<file path="config.mk">
export PLATFORM = sky130hd
export DESIGN_NAME = hashed_lru_block_cache_directory_flat
export DESIGN_NICKNAME = d
export VERILOG_FILES = /design/src/rtl/hlbc_pkg.sv /design/src/rtl/hlbc_if.sv /design/src/rtl/hlbc_dp.sv /design/src/rtl/hlbc_ctrl.sv /design/src/rtl/hashed_lru_block_cache_directory.sv /design/src/flat_wrapper.sv
export SDC_FILE = /design/constraint.sdc
export NUM_CORES = 2
export LEC_CHECK = 0
export ABC_AREA = 0
export BUFFER_PORTS_ARGS = -buffer_cell sky130_fd_sc_hd__clkbuf_2
export CAP_MARGIN = 20
export CORE_MARGIN = 1
export CORE_UTILIZATION = 35
export CTS_BUF_LIST = sky130_fd_sc_hd__clkbuf_8
export CTS_CLUSTER_SIZE = 12
export DETAILED_ROUTE_END_ITERATION = 7
export MAX_ROUTING_LAYER = met4
export PLACE_DENSITY = 0.51
export SYNTH_ARGS = -nofsm -noshare
export SYNTH_HDL_FRONTEND = slang
export SYNTH_HIERARCHICAL = 1
export SYNTH_SLANG_ARGS = --single-unit
</file>
<file path="constraint.sdc">
create_clock -name clk -period 9.7 [get_ports clk]
set_clock_uncertainty 0.2 [all_clocks]
set_input_delay 0.97 -clock clk [delete_from_list [all_inputs] [get_ports clk]]
set_output_delay 0.97 -clock clk [all_outputs]
set_load 0.1 [all_outputs]
</file>
<file path="src/rtl/hlbc_pkg.sv">
// Shared types and constants for the hashed LRU block cache directory.
// No dependencies; every other file imports this package.
package hlbc_pkg;

  localparam int BUFFER_COUNT_DEF = 32;
  localparam int BUCKET_COUNT_DEF = 13;
  localparam int ACTION_W = 2;
  localparam int DEVICE_W = 8;
  localparam int BLOCK_W = 32;
  localparam int INDEX_W = 5;
  localparam int STATUS_W = 2;
  localparam int COUNT_W = 8;
  localparam logic [COUNT_W-1:0] COUNT_MAX = '1;

  typedef enum logic [ACTION_W-1:0] {
    ACT_GET     = 2'd0,
    ACT_RELEASE = 2'd1,
    ACT_PIN     = 2'd2,
    ACT_UNPIN   = 2'd3
  } action_t;

  typedef enum logic [STATUS_W-1:0] {
    ST_OK        = 2'd0,
    ST_NO_FREE   = 2'd1,
    ST_COUNT_ERR = 2'd2
  } status_t;

  typedef enum logic [3:0] {
    C_NONE, C_LOAD, C_MOD_STEP, C_COUNT, C_MATCH_LOAD, C_WALK_OLDER, C_HIT,
    C_FREE_LOAD, C_WALK_NEWER, C_NEXT_BUCKET, C_NO_FREE, C_DETACH, C_PUSH,
    C_PUSH_FIN, C_EMIT
  } cmd_t;

  typedef enum logic [3:0] {
    S_IDLE, S_ROUTE, S_COUNT, S_MOD, S_MATCH_LOAD, S_MATCH, S_HIT, S_FREE_LOAD,
    S_FREE, S_DETACH, S_PUSH, S_PUSH_FIN, S_EMIT
  } state_t;

  typedef struct packed {
    logic is_get;
    logic idx_ok;
    logic mod_last;
    logic cur_null;
    logic steps_done;
    logic tag_match;
    logic cnt_zero;
    logic release_move;
    logic last_bucket;
  } dp_status_t;

endpackage

</file>
<file path="src/rtl/hlbc_if.sv">
// Valid/ready channel interfaces for requests and responses.
// Depends on hlbc_pkg for field widths.
interface hlbc_req_if import hlbc_pkg::*; ();
  logic                valid;
  logic                ready;
  logic [ACTION_W-1:0] action;
  logic [DEVICE_W-1:0] device;
  logic [BLOCK_W-1:0]  block_number;
  logic [INDEX_W-1:0]  buffer_index;
  modport source (output valid, action, device, block_number, buffer_index, input ready);
  modport sink (input valid, action, device, block_number, buffer_index, output ready);
endinterface

interface hlbc_rsp_if import hlbc_pkg::*; ();
  logic                valid;
  logic                ready;
  logic [STATUS_W-1:0] status;
  logic [INDEX_W-1:0]  granted_buffer;
  logic                was_hit;
  logic                needs_fill;
  modport source (output valid, status, granted_buffer, was_hit, needs_fill, input ready);
  modport sink (input valid, status, granted_buffer, was_hit, needs_fill, output ready);
endinterface

</file>
<file path="src/rtl/hlbc_dp.sv">
// Datapath: tag, count and link stores, the bucket modulo unit, list walk
// registers and the response register. Depends on hlbc_pkg.
module hlbc_dp import hlbc_pkg::*; #(
  parameter int BUFFER_COUNT = BUFFER_COUNT_DEF,
  parameter int BUCKET_COUNT = BUCKET_COUNT_DEF
) (
  input  logic                clk,
  input  logic                rst,
  input  cmd_t                cmd,
  output dp_status_t          sts,
  input  logic [ACTION_W-1:0] action,
  input  logic [DEVICE_W-1:0] device,
  input  logic [BLOCK_W-1:0]  block_number,
  input  logic [INDEX_W-1:0]  buffer_index,
  output logic [STATUS_W-1:0] status,
  output logic [INDEX_W-1:0]  granted_buffer,
  output logic                was_hit,
  output logic                needs_fill
);

  localparam int IW = $clog2(BUFFER_COUNT);
  localparam int LW = $clog2(BUFFER_COUNT + 1);
  localparam int KW = (BUCKET_COUNT > 1) ? $clog2(BUCKET_COUNT) : 1;
  localparam int RW = $clog2(2 * BUCKET_COUNT);
  localparam logic [LW-1:0] LINK_NULL = LW'(BUFFER_COUNT);
  localparam logic [KW-1:0] LAST_BUCKET = KW'(BUCKET_COUNT - 1);
  localparam logic [RW-1:0] MODULUS = RW'(BUCKET_COUNT);

  // byte value mod bucket count
  function automatic logic [256*RW-1:0] byte_mod_table();
    logic [256*RW-1:0] tbl;
    tbl = '0;
    for (int i = 0; i < 256; i++) tbl[i*RW +: RW] = RW'(i % BUCKET_COUNT);
    return tbl;
  endfunction

  // (remainder * 256) mod bucket count
  function automatic logic [(2**RW)*RW-1:0] shift_mod_table();
    logic [(2**RW)*RW-1:0] tbl;
    tbl = '0;
    for (int i = 0; i < 2**RW; i++) tbl[i*RW +: RW] = RW'((i * 256) % BUCKET_COUNT);
    return tbl;
  endfunction

  localparam logic [256*RW-1:0]      BYTE_MOD  = byte_mod_table();
  localparam logic [(2**RW)*RW-1:0] SHIFT_MOD = shift_mod_table();

  logic [DEVICE_W-1:0] tag_device [BUFFER_COUNT];
  logic [BLOCK_W-1:0]  tag_block [BUFFER_COUNT];
  logic                contents_valid [BUFFER_COUNT];
  logic [COUNT_W-1:0]  ref_count [BUFFER_COUNT];
  logic [LW-1:0]       older [BUFFER_COUNT];
  logic [LW-1:0]       newer [BUFFER_COUNT];
  logic [LW-1:0]       bucket_newest [BUCKET_COUNT];
  logic [LW-1:0]       bucket_oldest [BUCKET_COUNT];

  action_t             act;
  logic                idx_ok;
  logic [DEVICE_W-1:0] dev;
  logic [BLOCK_W-1:0]  blk;
  logic [BLOCK_W-1:0]  modop;
  logic [1:0]          bitcnt;
  logic [RW-1:0]       rem;
  logic [LW-1:0]       cur;
  logic [LW-1:0]       steps;
  logic [KW-1:0]       from;
  logic [KW-1:0]       j;
  status_t             res_status;
  logic [INDEX_W-1:0]  res_grant;
  logic                res_hit;
  logic                res_fill;

  logic [IW-1:0]       bidx;
  logic [KW-1:0]       home;
  logic [LW-1:0]       lo, ln, hh;
  logic [COUNT_W-1:0]  c_cnt;
  logic [7:0]          mod_byte;
  logic [RW-1:0]       msum;
  logic [RW-1:0]       rem_next;

  assign bidx  = cur[IW-1:0];
  assign home  = rem[KW-1:0];
  assign lo    = older[bidx];
  assign ln    = newer[bidx];
  assign hh    = bucket_newest[home];
  assign c_cnt = ref_count[bidx];

  // one byte a cycle, most significant first; fold the remainder through the tables
  assign mod_byte = modop[BLOCK_W-1 -: 8];
  assign msum     = SHIFT_MOD[rem*RW +: RW] + BYTE_MOD[mod_byte*RW +: RW];
  assign rem_next = (msum >= MODULUS) ? msum - MODULUS : msum;

  always_comb begin
    sts.is_get       = (act == ACT_GET);
    sts.idx_ok       = idx_ok;
    sts.mod_last     = (bitcnt == 2'd3);
    sts.cur_null     = (cur >= LINK_NULL);
    sts.steps_done   = (steps == LINK_NULL);
    sts.tag_match    = (tag_device[bidx] == dev) && (tag_block[bidx] == blk);
    sts.cnt_zero     = (c_cnt == '0);
    sts.release_move = (act == ACT_RELEASE) && (c_cnt == COUNT_W'(1));
    sts.last_bucket  = (j == LAST_BUCKET);
  end

  always_ff @(posedge clk) begin
    if (rst) begin
      for (int i = 0; i < BUFFER_COUNT; i++) begin
        tag_device[i]     <= '0;
        tag_block[i]      <= '0;
        contents_valid[i] <= 1'b0;
        ref_count[i]      <= '0;
        older[i]          <= (i == 0) ? LINK_NULL : LW'(i - 1);
        newer[i]          <= (i == BUFFER_COUNT - 1) ? LINK_NULL : LW'(i + 1);
      end
      for (int k = 0; k < BUCKET_COUNT; k++) begin
        bucket_newest[k] <= (k == 0) ? LW'(BUFFER_COUNT - 1) : LINK_NULL;
        bucket_oldest[k] <= (k == 0) ? '0 : LINK_NULL;
      end
    end else begin
      case (cmd)
        C_LOAD: begin
          act        <= action_t'(action);
          idx_ok     <= (int'(buffer_index) < BUFFER_COUNT);
          dev        <= device;
          blk        <= block_number;
          modop      <= block_number;
          rem        <= '0;
          bitcnt     <= '0;
          cur        <= LW'(buffer_index);
          res_status <= ST_OK;
          res_grant  <= '0;
          res_hit    <= 1'b0;
          res_fill   <= 1'b0;
        end
        C_MOD_STEP: begin
          rem    <= rem_next;
          modop  <= modop << 8;
          bitcnt <= bitcnt + 2'd1;
          from   <= rem_next[KW-1:0];
          j      <= '0;
        end
        C_COUNT: begin
          modop  <= tag_block[bidx];
          rem    <= '0;
          bitcnt <= '0;
          if (act == ACT_PIN) begin
            if (c_cnt == COUNT_MAX) res_status <= ST_COUNT_ERR;
            else ref_count[bidx] <= c_cnt + 1'b1;
          end else begin
            if (c_cnt == '0) res_status <= ST_COUNT_ERR;
            else ref_count[bidx] <= c_cnt - 1'b1;
          end
        end
        C_MATCH_LOAD: begin
          cur   <= hh;
          steps <= '0;
        end
        C_WALK_OLDER: begin
          cur   <= lo;
          steps <= steps + 1'b1;
        end
        C_HIT: begin
          if (c_cnt == COUNT_MAX) begin
            res_status <= ST_COUNT_ERR;
          end else begin
            ref_count[bidx]      <= c_cnt + 1'b1;
            contents_valid[bidx] <= 1'b1;
            res_grant            <= INDEX_W'(cur);
            res_hit              <= 1'b1;
            res_fill             <= !contents_valid[bidx];
          end
        end
        C_FREE_LOAD: begin
          cur   <= bucket_oldest[from];
          steps <= '0;
        end
        C_WALK_NEWER: begin
          cur   <= ln;
          steps <= steps + 1'b1;
        end
        C_NEXT_BUCKET: begin
          j    <= j + 1'b1;
          from <= (from == LAST_BUCKET) ? '0 : from + 1'b1;
        end
        C_NO_FREE: res_status <= ST_NO_FREE;
        C_DETACH: begin
          // unlink cur from bucket from
          if (ln < LINK_NULL) older[ln[IW-1:0]] <= lo;
          else bucket_newest[from] <= lo;
          if (lo < LINK_NULL) newer[lo[IW-1:0]] <= ln;
          else bucket_oldest[from] <= ln;
        end
        C_PUSH: begin
          older[bidx] <= hh;
          if (hh < LINK_NULL) newer[hh[IW-1:0]] <= cur;
          else bucket_oldest[home] <= cur;
          bucket_newest[home] <= cur;
        end
        C_PUSH_FIN: begin
          newer[bidx] <= LINK_NULL;
          if (act == ACT_GET) begin
            tag_device[bidx]     <= dev;
            tag_block[bidx]      <= blk;
            ref_count[bidx]      <= COUNT_W'(1);
            contents_valid[bidx] <= 1'b1;
            res_grant            <= INDEX_W'(cur);
            res_fill             <= 1'b1;
          end
        end
        C_EMIT: begin
          status         <= res_status;
          granted_buffer <= res_grant;
          was_hit        <= res_hit;
          needs_fill     <= res_fill;
        end
        default: ;
      endcase
    end
  end

endmodule

</file>
<file path="src/rtl/hlbc_ctrl.sv">
// Sequencer for the directory: walks lists, drives datapath commands and
// owns the request and response handshakes. Depends on hlbc_pkg.
module hlbc_ctrl import hlbc_pkg::*; (
  input  logic       clk,
  input  logic       rst,
  input  logic       in_valid,
  output logic       in_ready,
  output logic       out_valid,
  input  logic       out_ready,
  input  dp_status_t sts,
  output cmd_t       cmd
);

  state_t state, state_next;
  logic   emit_fire;

  assign emit_fire = (state == S_EMIT) && (!out_valid || out_ready);

  always_ff @(posedge clk) begin
    if (rst) begin
      state     <= S_IDLE;
      out_valid <= 1'b0;
    end else begin
      state <= state_next;
      if (emit_fire) out_valid <= 1'b1;
      else if (out_ready) out_valid <= 1'b0;
    end
  end

  always_comb begin
    state_next = state;
    case (state)
      S_IDLE:       if (in_valid) state_next = S_ROUTE;
      S_ROUTE: begin
        if (sts.is_get) state_next = S_MOD;
        else if (sts.idx_ok) state_next = S_COUNT;
        else state_next = S_EMIT;
      end
      S_COUNT:      state_next = sts.release_move ? S_MOD : S_EMIT;
      S_MOD: begin
        if (sts.mod_last) state_next = sts.is_get ? S_MATCH_LOAD : S_DETACH;
      end
      S_MATCH_LOAD: state_next = S_MATCH;
      S_MATCH: begin
        if (sts.cur_null || sts.steps_done) state_next = S_FREE_LOAD;
        else if (sts.tag_match) state_next = S_HIT;
      end
      S_HIT:        state_next = S_EMIT;
      S_FREE_LOAD:  state_next = S_FREE;
      S_FREE: begin
        if (sts.cur_null || sts.steps_done) begin
          state_next = sts.last_bucket ? S_EMIT : S_FREE_LOAD;
        end else if (sts.cnt_zero) begin
          state_next = S_DETACH;
        end
      end
      S_DETACH:     state_next = S_PUSH;
      S_PUSH:       state_next = S_PUSH_FIN;
      S_PUSH_FIN:   state_next = S_EMIT;
      S_EMIT:       if (emit_fire) state_next = S_IDLE;
      default:      state_next = S_IDLE;
    endcase
  end

  always_comb begin
    cmd      = C_NONE;
    in_ready = 1'b0;
    case (state)
      S_IDLE: begin
        in_ready = 1'b1;
        if (in_valid) cmd = C_LOAD;
      end
      S_COUNT:      cmd = C_COUNT;
      S_MOD:        cmd = C_MOD_STEP;
      S_MATCH_LOAD: cmd = C_MATCH_LOAD;
      S_MATCH: begin
        if (!(sts.cur_null || sts.steps_done) && !sts.tag_match) cmd = C_WALK_OLDER;
      end
      S_HIT:        cmd = C_HIT;
      S_FREE_LOAD:  cmd = C_FREE_LOAD;
      S_FREE: begin
        if (sts.cur_null || sts.steps_done) begin
          cmd = sts.last_bucket ? C_NO_FREE : C_NEXT_BUCKET;
        end else if (!sts.cnt_zero) begin
          cmd = C_WALK_NEWER;
        end
      end
      S_DETACH:     cmd = C_DETACH;
      S_PUSH:       cmd = C_PUSH;
      S_PUSH_FIN:   cmd = C_PUSH_FIN;
      S_EMIT:       if (emit_fire) cmd = C_EMIT;
      default:      cmd = C_NONE;
    endcase
  end

`ifndef ASSERT_OFF
  a_rsp_from_emit: assert property (@(posedge clk) disable iff (rst)
    $rose(out_valid) |-> $past(state) == S_EMIT)
    else $error("response raised outside emit");
  a_accept_leaves_idle: assert property (@(posedge clk) disable iff (rst)
    (in_valid && in_ready) |=> state != S_IDLE)
    else $error("request beat accepted but sequencer stayed idle");
  a_emit_completes: assert property (@(posedge clk) disable iff (rst)
    emit_fire |=> out_valid && state == S_IDLE)
    else $error("emit did not present a response");
`endif

endmodule

</file>
<file path="src/rtl/hashed_lru_block_cache_directory.sv">
// Get: the bucket modulo and setup, then a walk of the home list from newest to
// oldest for a matching tag and, on a miss, a search of the buckets from the home
// bucket on, each from its oldest entry, for a free buffer.
// One request at a time; a request is taken only while the sequencer is idle.
// Synchronous reset puts every buffer in bucket zero at once, no clear pass.
module hashed_lru_block_cache_directory import hlbc_pkg::*; #(
  parameter int BUFFER_COUNT = BUFFER_COUNT_DEF,
  parameter int BUCKET_COUNT = BUCKET_COUNT_DEF
) (
  input logic       clk,
  input logic       rst,
  hlbc_req_if.sink  req,
  hlbc_rsp_if.source rsp
);

  cmd_t       cmd;
  dp_status_t sts;

  hlbc_ctrl u_ctrl (
    .clk       (clk),
    .rst       (rst),
    .in_valid  (req.valid),
    .in_ready  (req.ready),
    .out_valid (rsp.valid),
    .out_ready (rsp.ready),
    .sts       (sts),
    .cmd       (cmd)
  );

  hlbc_dp #(
    .BUFFER_COUNT (BUFFER_COUNT),
    .BUCKET_COUNT (BUCKET_COUNT)
  ) u_dp (
    .clk            (clk),
    .rst            (rst),
    .cmd            (cmd),
    .sts            (sts),
    .action         (req.action),
    .device         (req.device),
    .block_number   (req.block_number),
    .buffer_index   (req.buffer_index),
    .status         (rsp.status),
    .granted_buffer (rsp.granted_buffer),
    .was_hit        (rsp.was_hit),
    .needs_fill     (rsp.needs_fill)
  );

endmodule

</file>
<file path="src/flat_wrapper.sv">
// flat-port wrapper written by rule: the top's interface ports become plain ports
module hashed_lru_block_cache_directory_flat import hlbc_pkg::*;
#(
  parameter int BUFFER_COUNT = BUFFER_COUNT_DEF,
  parameter int BUCKET_COUNT = BUCKET_COUNT_DEF
)
  (clk, rst, req_valid, req_action, req_device, req_block_number, req_buffer_index, req_ready, rsp_valid, rsp_status, rsp_granted_buffer, rsp_was_hit, rsp_needs_fill, rsp_ready);
  hlbc_req_if req_i ();
  hlbc_rsp_if rsp_i ();
  input logic clk;
  input logic rst;
  input wire logic [$bits(req_i.valid)-1:0] req_valid;
  input wire logic [$bits(req_i.action)-1:0] req_action;
  input wire logic [$bits(req_i.device)-1:0] req_device;
  input wire logic [$bits(req_i.block_number)-1:0] req_block_number;
  input wire logic [$bits(req_i.buffer_index)-1:0] req_buffer_index;
  output wire logic [$bits(req_i.ready)-1:0] req_ready;
  output wire logic [$bits(rsp_i.valid)-1:0] rsp_valid;
  output wire logic [$bits(rsp_i.status)-1:0] rsp_status;
  output wire logic [$bits(rsp_i.granted_buffer)-1:0] rsp_granted_buffer;
  output wire logic [$bits(rsp_i.was_hit)-1:0] rsp_was_hit;
  output wire logic [$bits(rsp_i.needs_fill)-1:0] rsp_needs_fill;
  input wire logic [$bits(rsp_i.ready)-1:0] rsp_ready;
  assign req_i.valid = req_valid;
  assign req_i.action = req_action;
  assign req_i.device = req_device;
  assign req_i.block_number = req_block_number;
  assign req_i.buffer_index = req_buffer_index;
  assign req_ready = req_i.ready;
  assign rsp_valid = rsp_i.valid;
  assign rsp_status = rsp_i.status;
  assign rsp_granted_buffer = rsp_i.granted_buffer;
  assign rsp_was_hit = rsp_i.was_hit;
  assign rsp_needs_fill = rsp_i.needs_fill;
  assign rsp_i.ready = rsp_ready;
  hashed_lru_block_cache_directory #(.BUFFER_COUNT(BUFFER_COUNT), .BUCKET_COUNT(BUCKET_COUNT)) u_core (.clk(clk), .rst(rst), .req(req_i), .rsp(rsp_i));
endmodule
</file>
---- Word level (Yosys, flattened, before mapping) ----
Memories as Yosys holds them, arrays and structs flattened. A register that Yosys moved wholly into a read port is not among the register bits.
Index checks and enable logic that the tools add are counted.
W data, S select, Z words.
cells by class
  add/subtract/negate cells ............... 8
  $mul .................................... 2
  divide/modulo/power cells ............... 0
  order comparisons ....................... 5
  equality and inequality tests ........... 44
  shifts and indexed selects .............. 2
  multiplexer cells ....................... 143
  bitwise logic cells ..................... 5
  reduce and logical (&&, ||, !) cells .... 50
operators with widths
  operator                      number
  $shiftx A1280 B12 Y5 const A  1
  $shiftx A160 B9 Y5 const A    1
  $pmux W32 S3                  1
  $pmux W4 S12                  2
  $mux W5                       18
  $mux W4                       20
  $mux W1                       72
  $eq A4 B4 Y1 const B          14
  $mux W6                       9
  $reduce_or A6 Y1              9
  $mux W8                       5
  $eq A32 B32 Y1                1
  $eq A4 B3 Y1 const B          8
  $mux W32                      1
  $reduce_or A32 Y1             1
  $pmux W6 S5                   1
  $lt A6 B6 Y1 const B          3
  $eq A4 B2 Y1 const B          4
  $pmux W4 S2                   2
  $reduce_or A8 Y1              2
  $pmux W5 S3                   1
  $reduce_and A2 Y1             7
  $pmux W6 S2                   1
  $mul A8 B3 Y11 const B        1
  45 further kinds              74
storage, ports and cells
  register bits ........................... 124
  bits in latches ......................... 0
  bits in writable memories ............... 2108
  memory bits (read-only) ................. 0
  bits of input ports ..................... 51
  output and inout port bits .............. 11
  word-level logic and storage cells ...... 287
  memories kept ........................... 8
memory list
  memory                     words  width  read ports  clocked after memory_dff  write ports  RTL line       text
  u_core.u_dp.tag_block      32     32     1           1                         32           hlbc_dp.sv:49  logic [BLOCK_W-1:0] tag_block [BUFFER_COUNT];
  u_core.u_dp.ref_count      32     8      1           1                         32           hlbc_dp.sv:51  logic [COUNT_W-1:0] ref_count [BUFFER_COUNT];
  u_core.u_dp.tag_device     32     8      1           1                         32           hlbc_dp.sv:48  logic [DEVICE_W-1:0] tag_device [BUFFER_COUNT];
  u_core.u_dp.newer          32     6      1           1                         32           hlbc_dp.sv:53  logic [LW-1:0] newer [BUFFER_COUNT];
  u_core.u_dp.older          32     6      1           1                         32           hlbc_dp.sv:52  logic [LW-1:0] older [BUFFER_COUNT];
  u_core.u_dp.bucket_newest  13     6      1           1                         13           hlbc_dp.sv:54  logic [LW-1:0] bucket_newest [BUCKET_COUNT];
  2 more memories            -      -      -           -                         -            -

---- Longest topological paths before layout ----
  depth in word-level cells ............... 15
  mapped depth ............................ 35
  mapped depth without buffers ............ 21

---- By module ----
The synthesis kept the hierarchy.
modules (own cells, without submodules)
  module     instances  cells an instance  area an instance (µm²)  seq. area each (µm²)
  hlbc_dp    1          7376               105232.2                67895.1
  hlbc_ctrl  1          91                 625.6                   100.1

---- Worst setup path before layout ----
Ideal clock, no wire load.
  path kind ............................... flip-flop to flip-flop
  start point ............................. reg with a tool-made name
  end point ............................... mem u_core.u_dp.tag_block[21][0] (enable)
  library setup time ...................... 0.493 ns
  arrival ................................. 8.370 ns
  required time ........................... 9.007 ns
  path slack .............................. 0.637 ns
  cell stages (with the launch flop) ...... 29
  buffers on the path ..................... 11
  period minus slack after synthesis ...... 9.063 ns
  cells stage by stage .................... dfxtp_1 > buf_2 > buf_4 > buf_6 > buf_4 > buf_4 > buf_2 > buf_2 > buf_2 > mux4_2 > nand2_1 > a21oi_1 > a211oi_1 > xnor2_1 > nor2_1 > nand4_1 > nor4_1 > nor3_1 > nor2_1 > a21oi_1 > a21oi_1 > o22ai_1 > nand3b_1 > nor2_1 > nand2_1 > clkbuf_1 > clkbuf_1 > clkbuf_1 > o21ai_0
RTL lines
  what       RTL line
  to (decl)  hlbc_dp.sv:49

==> results.md <==
- The run finished with clean final reports.
- Of the synthesized area, sequential elements account for 0.642.
- The path category of the worst min-delay check is input port to flip-flop.
- The via count of the first global-routing pass came to 66076.
- The root buffer cell chosen for the clock tree is sky130_fd_sc_hd__clkbuf_8.
- For this configuration, the core starts out at a cell density of 0.353.
- For the pin with the worst max-slew slack, the measured transition is 1.34 ns.
- The primary flip-flop cell chosen by synthesis mapping is sky130_fd_sc_hd__edfxtp_1.
- The combined flip-flop and latch cell area is 68000 um2.
- Synthesis produced a netlist with a net count of 7552.
- The tool flagged a number of max-cap violations equal to 0.
- The final-report hold violation count is 0.
- In this run the count of I/O pins placed on the die edge is 62.
- The final layout contains 7689 nets.
- IR analysis of the VDD net gives a maximum drop of 322 uV.
- The combinational fraction of design power is 0.405.
- The number of flops mapped to enable cells by yosys is 2231.
- The switching power of the nets is 0.0141 W.
- The worst-skew pair later-pin latency is 1.11 ns.
- The number of antenna violations at the first check in global routing was 39.
- After filler insertion, the fill cell instance count of the layout stands at 27971.
- The post-route antenna net violation count is 0.
- Data on the critical path arrives at its endpoint at 9.70 ns.
- The share of synthesized area in the top cell type comes to 0.633.
- For this run, design rule violations remaining after detail routing come to 0.
- The placement row count is 201.
- The clock tree from TritonCTS is built.
- The layout cell share with drive strength beyond 1 is 0.200.
- The switching part of the total is 0.410.
- In this design, the stage delay of the slowest critical-path cell is 0.85 ns.
- The data required time of the worst path is 10.23 ns.
- The congestion estimate from routability-driven global placement came to 0.867.
- The critical path launch point type is a flip-flop.
- The wire length of the first global-routing pass is 512 mm.
- The worst pin sits at a relative slew slack of 0.0996.
- The floorplan step defined a die boundary enclosing 305000 um2.
- The worst setup path is captured at a flip-flop.
- Across every metal layer, demand over resource in global routing totals 0.244.
- The area growth from synthesis to layout is 12.9%.
- The period utilization is 0.946.
- Yosys printed 6 warnings.
- The first detailed-routing pass ran for 6 iterations.
- The routed length per instance is 30.8 um.
- The analysis attributes to cell leakage a power of 41.6 nW.
- The cell area power density is 287 nW/um2.
- The cell type of the slowest stage on the worst timing path is sky130_fd_sc_hd__dfxtp_4.
- The internal portion of the total power is 0.0202 W.
- The clock net in this run drives a total of 2281 sinks.
- The highest achievable clock rate is 0.109 GHz.
- Ranked by total cell area, the synthesized netlist is headed by sky130_fd_sc_hd__edfxtp_1 63%, sky130_fd_sc_hd__mux4_2 11%, sky130_fd_sc_hd__and2_1 7.6%.
- The area of the mapped netlist is 106000 um2.
- The total wire length after detailed routing is 366 mm.
- The estimated wirelength of the detail-placed design is 218 mm.
- The maximum count of clock buffers along a single path is 4.
- Adding up every negative setup slack in the final design gives 0 ns.
- Each instance of the synthesized netlist takes up on average 14.2 um2.
- The final-report max-slew violation count was 0.
- CTS built an H-tree with a depth of 5.
- The height of the die is 552 um.
- The iteration-0 DRC count of the detailed router is 7932.
- In the routed layout, each cell is associated on average with a via count of 5.67.
- In this run, distinct cell masters in the synthesized netlist total 91.
- The standard cell core area is 300000 um2.
- Of the total power, the clock network draws 0.241.
- The number of CTS-inserted buffers is 396.
- The area used by multi-input combinational logic is 35400 um2.
- The count of input and output buffers is 61.
- Setup repair after global routing left no endpoint under its margin.
- Synthesis produced a netlist whose cell count is 7467.
- The worst path needs 9.17 ns of the cycle, external delays included.
- The critical path class is flip-flop to flip-flop.
- The die outline width is 552 um.
- Entering global routing, the biggest net connects 104 pins.
- The flop and latch count out of synthesis is 2281.
- Setup violations remaining at the end of the flow were counted as 0.
- After global routing the overflow that remains totals 0.
- On the final layout, the worst hold slack is 0.0469 ns.
- The share of total power dissipated in sequential elements is 0.354.
- After synthesis, the share of flip-flops with an asynchronous set or reset is 0.
- Clock-pin slew was measured on the worst setup and hold paths at 0.06 ns.
- The biggest fanout along the worst timing path is 43.
- The biggest area contributor in the post-synthesis netlist is sky130_fd_sc_hd__edfxtp_1.
- The number of vias in the routed layout is 67374.
==> critical path: cells and delay by family, from the launching register on <==
family / cells / cell delay, ns
buf+inv: 4 / 1.24
xor+xnor: 1 / 0.49
compound gates: 6 / 1.50
flops: 1 / 0.85
mux: 1 / 0.57
simple gates: 13 / 3.76
==> path summary, 6_finish.rpt <==
path / startpoint / end / slack (ns) / cells after the start
setup reg to reg: flip-flop / u_core/u_dp/older[9][5] / 0.53 / 25
hold reg to reg: u_core/u_dp/res_grant[4] / u_core/u_dp/granted_buffer[4] / 0.21 / 0
setup / recovery: flip-flop / u_core/u_dp/older[9][5] / 0.53 / 25
hold / removal: req_action[1] / u_core/u_dp/act[1] / 0.05 / 1
==> per-layer routing <==
metal / routed length (um) / global-route usage / up-vias
met5: 0 / - / -
met2: 175000 / 0.389 / 3328
met4: 11900 / 0.0761 / 0
met3: 29400 / 0.0377 / 626
met1: 149000 / 0.320 / 35235
li1: - / - / 28185
==> cells in the mapped netlist (all sizes together) (48+ instances only) <==
| cell | n |
|---|---|
| nor2 | 593 |
| nor3 | 281 |
| inv | 53 |
| nand3 | 124 |
| a22oi | 110 |
| buf | 198 |
| edfxtp | 2231 |
| a21oi | 92 |
| clkbuf | 507 |
| dfxtp | 50 |
| and2 | 1291 |
| mux2i | 179 |
| nand2b | 48 |
| o21ai | 194 |
| nand2 | 441 |
| o22ai | 59 |
| mux4 | 522 |
==> stage by stage <==
step	worst slack, ns	total power (W)	cell area, um2	cells	util
global placement	0.386	0.0261	112000	11124	0.372
detailed placement	0.400	0.0261	112000	11127	0.373
finish	0.527	0.0343	120000	11892	0.398
global route	0.114	0.0356	119000	11883	0.398
floorplan	0.637	0.0206	106000	7467	-
CTS	0.405	0.0344	119000	11868	0.398
==> cell usage in the layout, fill, tap and decap left out, types with 39 or more instances in the layout <==
cell | netlist | layout
sky130_fd_sc_hd__a21oi_1 | 91 | 89
sky130_fd_sc_hd__a22oi_1 | 110 | 110
sky130_fd_sc_hd__and2_1 | 1290 | 1289
sky130_fd_sc_hd__buf_4 | 29 | 315
sky130_fd_sc_hd__clkbuf_2 | 0 | 61
sky130_fd_sc_hd__clkbuf_8 | 0 | 408
sky130_fd_sc_hd__clkinv_1 | 1 | 94
sky130_fd_sc_hd__clkinv_2 | 0 | 39
sky130_fd_sc_hd__dfxtp_1 | 50 | 45
sky130_fd_sc_hd__edfxtp_1 | 2231 | 2231
sky130_fd_sc_hd__inv_1 | 51 | 183
sky130_fd_sc_hd__mux2i_1 | 178 | 178
sky130_fd_sc_hd__mux4_2 | 522 | 522
sky130_fd_sc_hd__nand2_1 | 441 | 439
sky130_fd_sc_hd__nand2b_1 | 48 | 48
sky130_fd_sc_hd__nand3_1 | 124 | 123
sky130_fd_sc_hd__nor2_1 | 590 | 553
sky130_fd_sc_hd__nor3_1 | 279 | 276
sky130_fd_sc_hd__o21ai_0 | 188 | 151
sky130_fd_sc_hd__o22ai_1 | 59 | 59
==> flip-flops by register name, summed over array words and instances (netlist names), 6 cells and up, named ones only <==
register	cells
u_core/u_dp/tag_device	256
u_core/u_dp/newer	192
u_core/u_dp/modop	32
u_core/u_dp/bucket_newest	96
u_core/u_dp/cur	6
u_core/u_dp/dev	8
u_core/u_dp/bucket_oldest	96
u_core/u_dp/steps	6
u_core/u_dp/ref_count	256
u_core/u_dp/tag_block	1024
u_core/u_dp/blk	32
u_core/u_dp/contents_valid	32
u_core/u_dp/older	192
==> cell families after synthesis <==
group / after synthesis / share of synthesized area
AO/OA/AOI/OAI: 665 / 0.0414
adder cells (fa/ha/maj): 34 / 0.00409
AND/OR/NAND/NOR: 2942 / 0.146
XOR/XNOR: 50 / 0.00414
multiplexers: 735 / 0.132
flip-flops: 2281 / 0.642
other: 1 / 0.0000354
buffers and inverters: 759 / 0.0304
==> cell type report <==
type | count | area share
antenna | 21 | 0.000440
clock buffer | 408 | 0.0470
clock inverter | 299 | 0.0132
inverter | 54 | 0.00180
multi-input combinational | 4427 | 0.296
sequential | 2281 | 0.569
tap | 3958 | 0.0414
timing repair buffer | 444 | 0.0310
==> power groups by stage <==
stage / clock network (W) / logic (W) / registers, W
floorplan: 0 / 0.00875 / 0.0119
global placement: 0 / 0.0137 / 0.0123
detailed placement: 0 / 0.0138 / 0.0123
CTS: 0.00842 / 0.0139 / 0.0121
global route: 0.00883 / 0.0146 / 0.0122
finish: 0.00826 / 0.0139 / 0.0121
==> timing repair <==
action | in CTS | in global routing
endpoints found under the setup margin | 0 | 44
hold buffers | 34 | 0
resized for setup | 0 | 1
setup buffers | 0 | 0
hold endpoints to repair | 34 | 0
No activity file was read; power rests on OpenSTA's default activity.
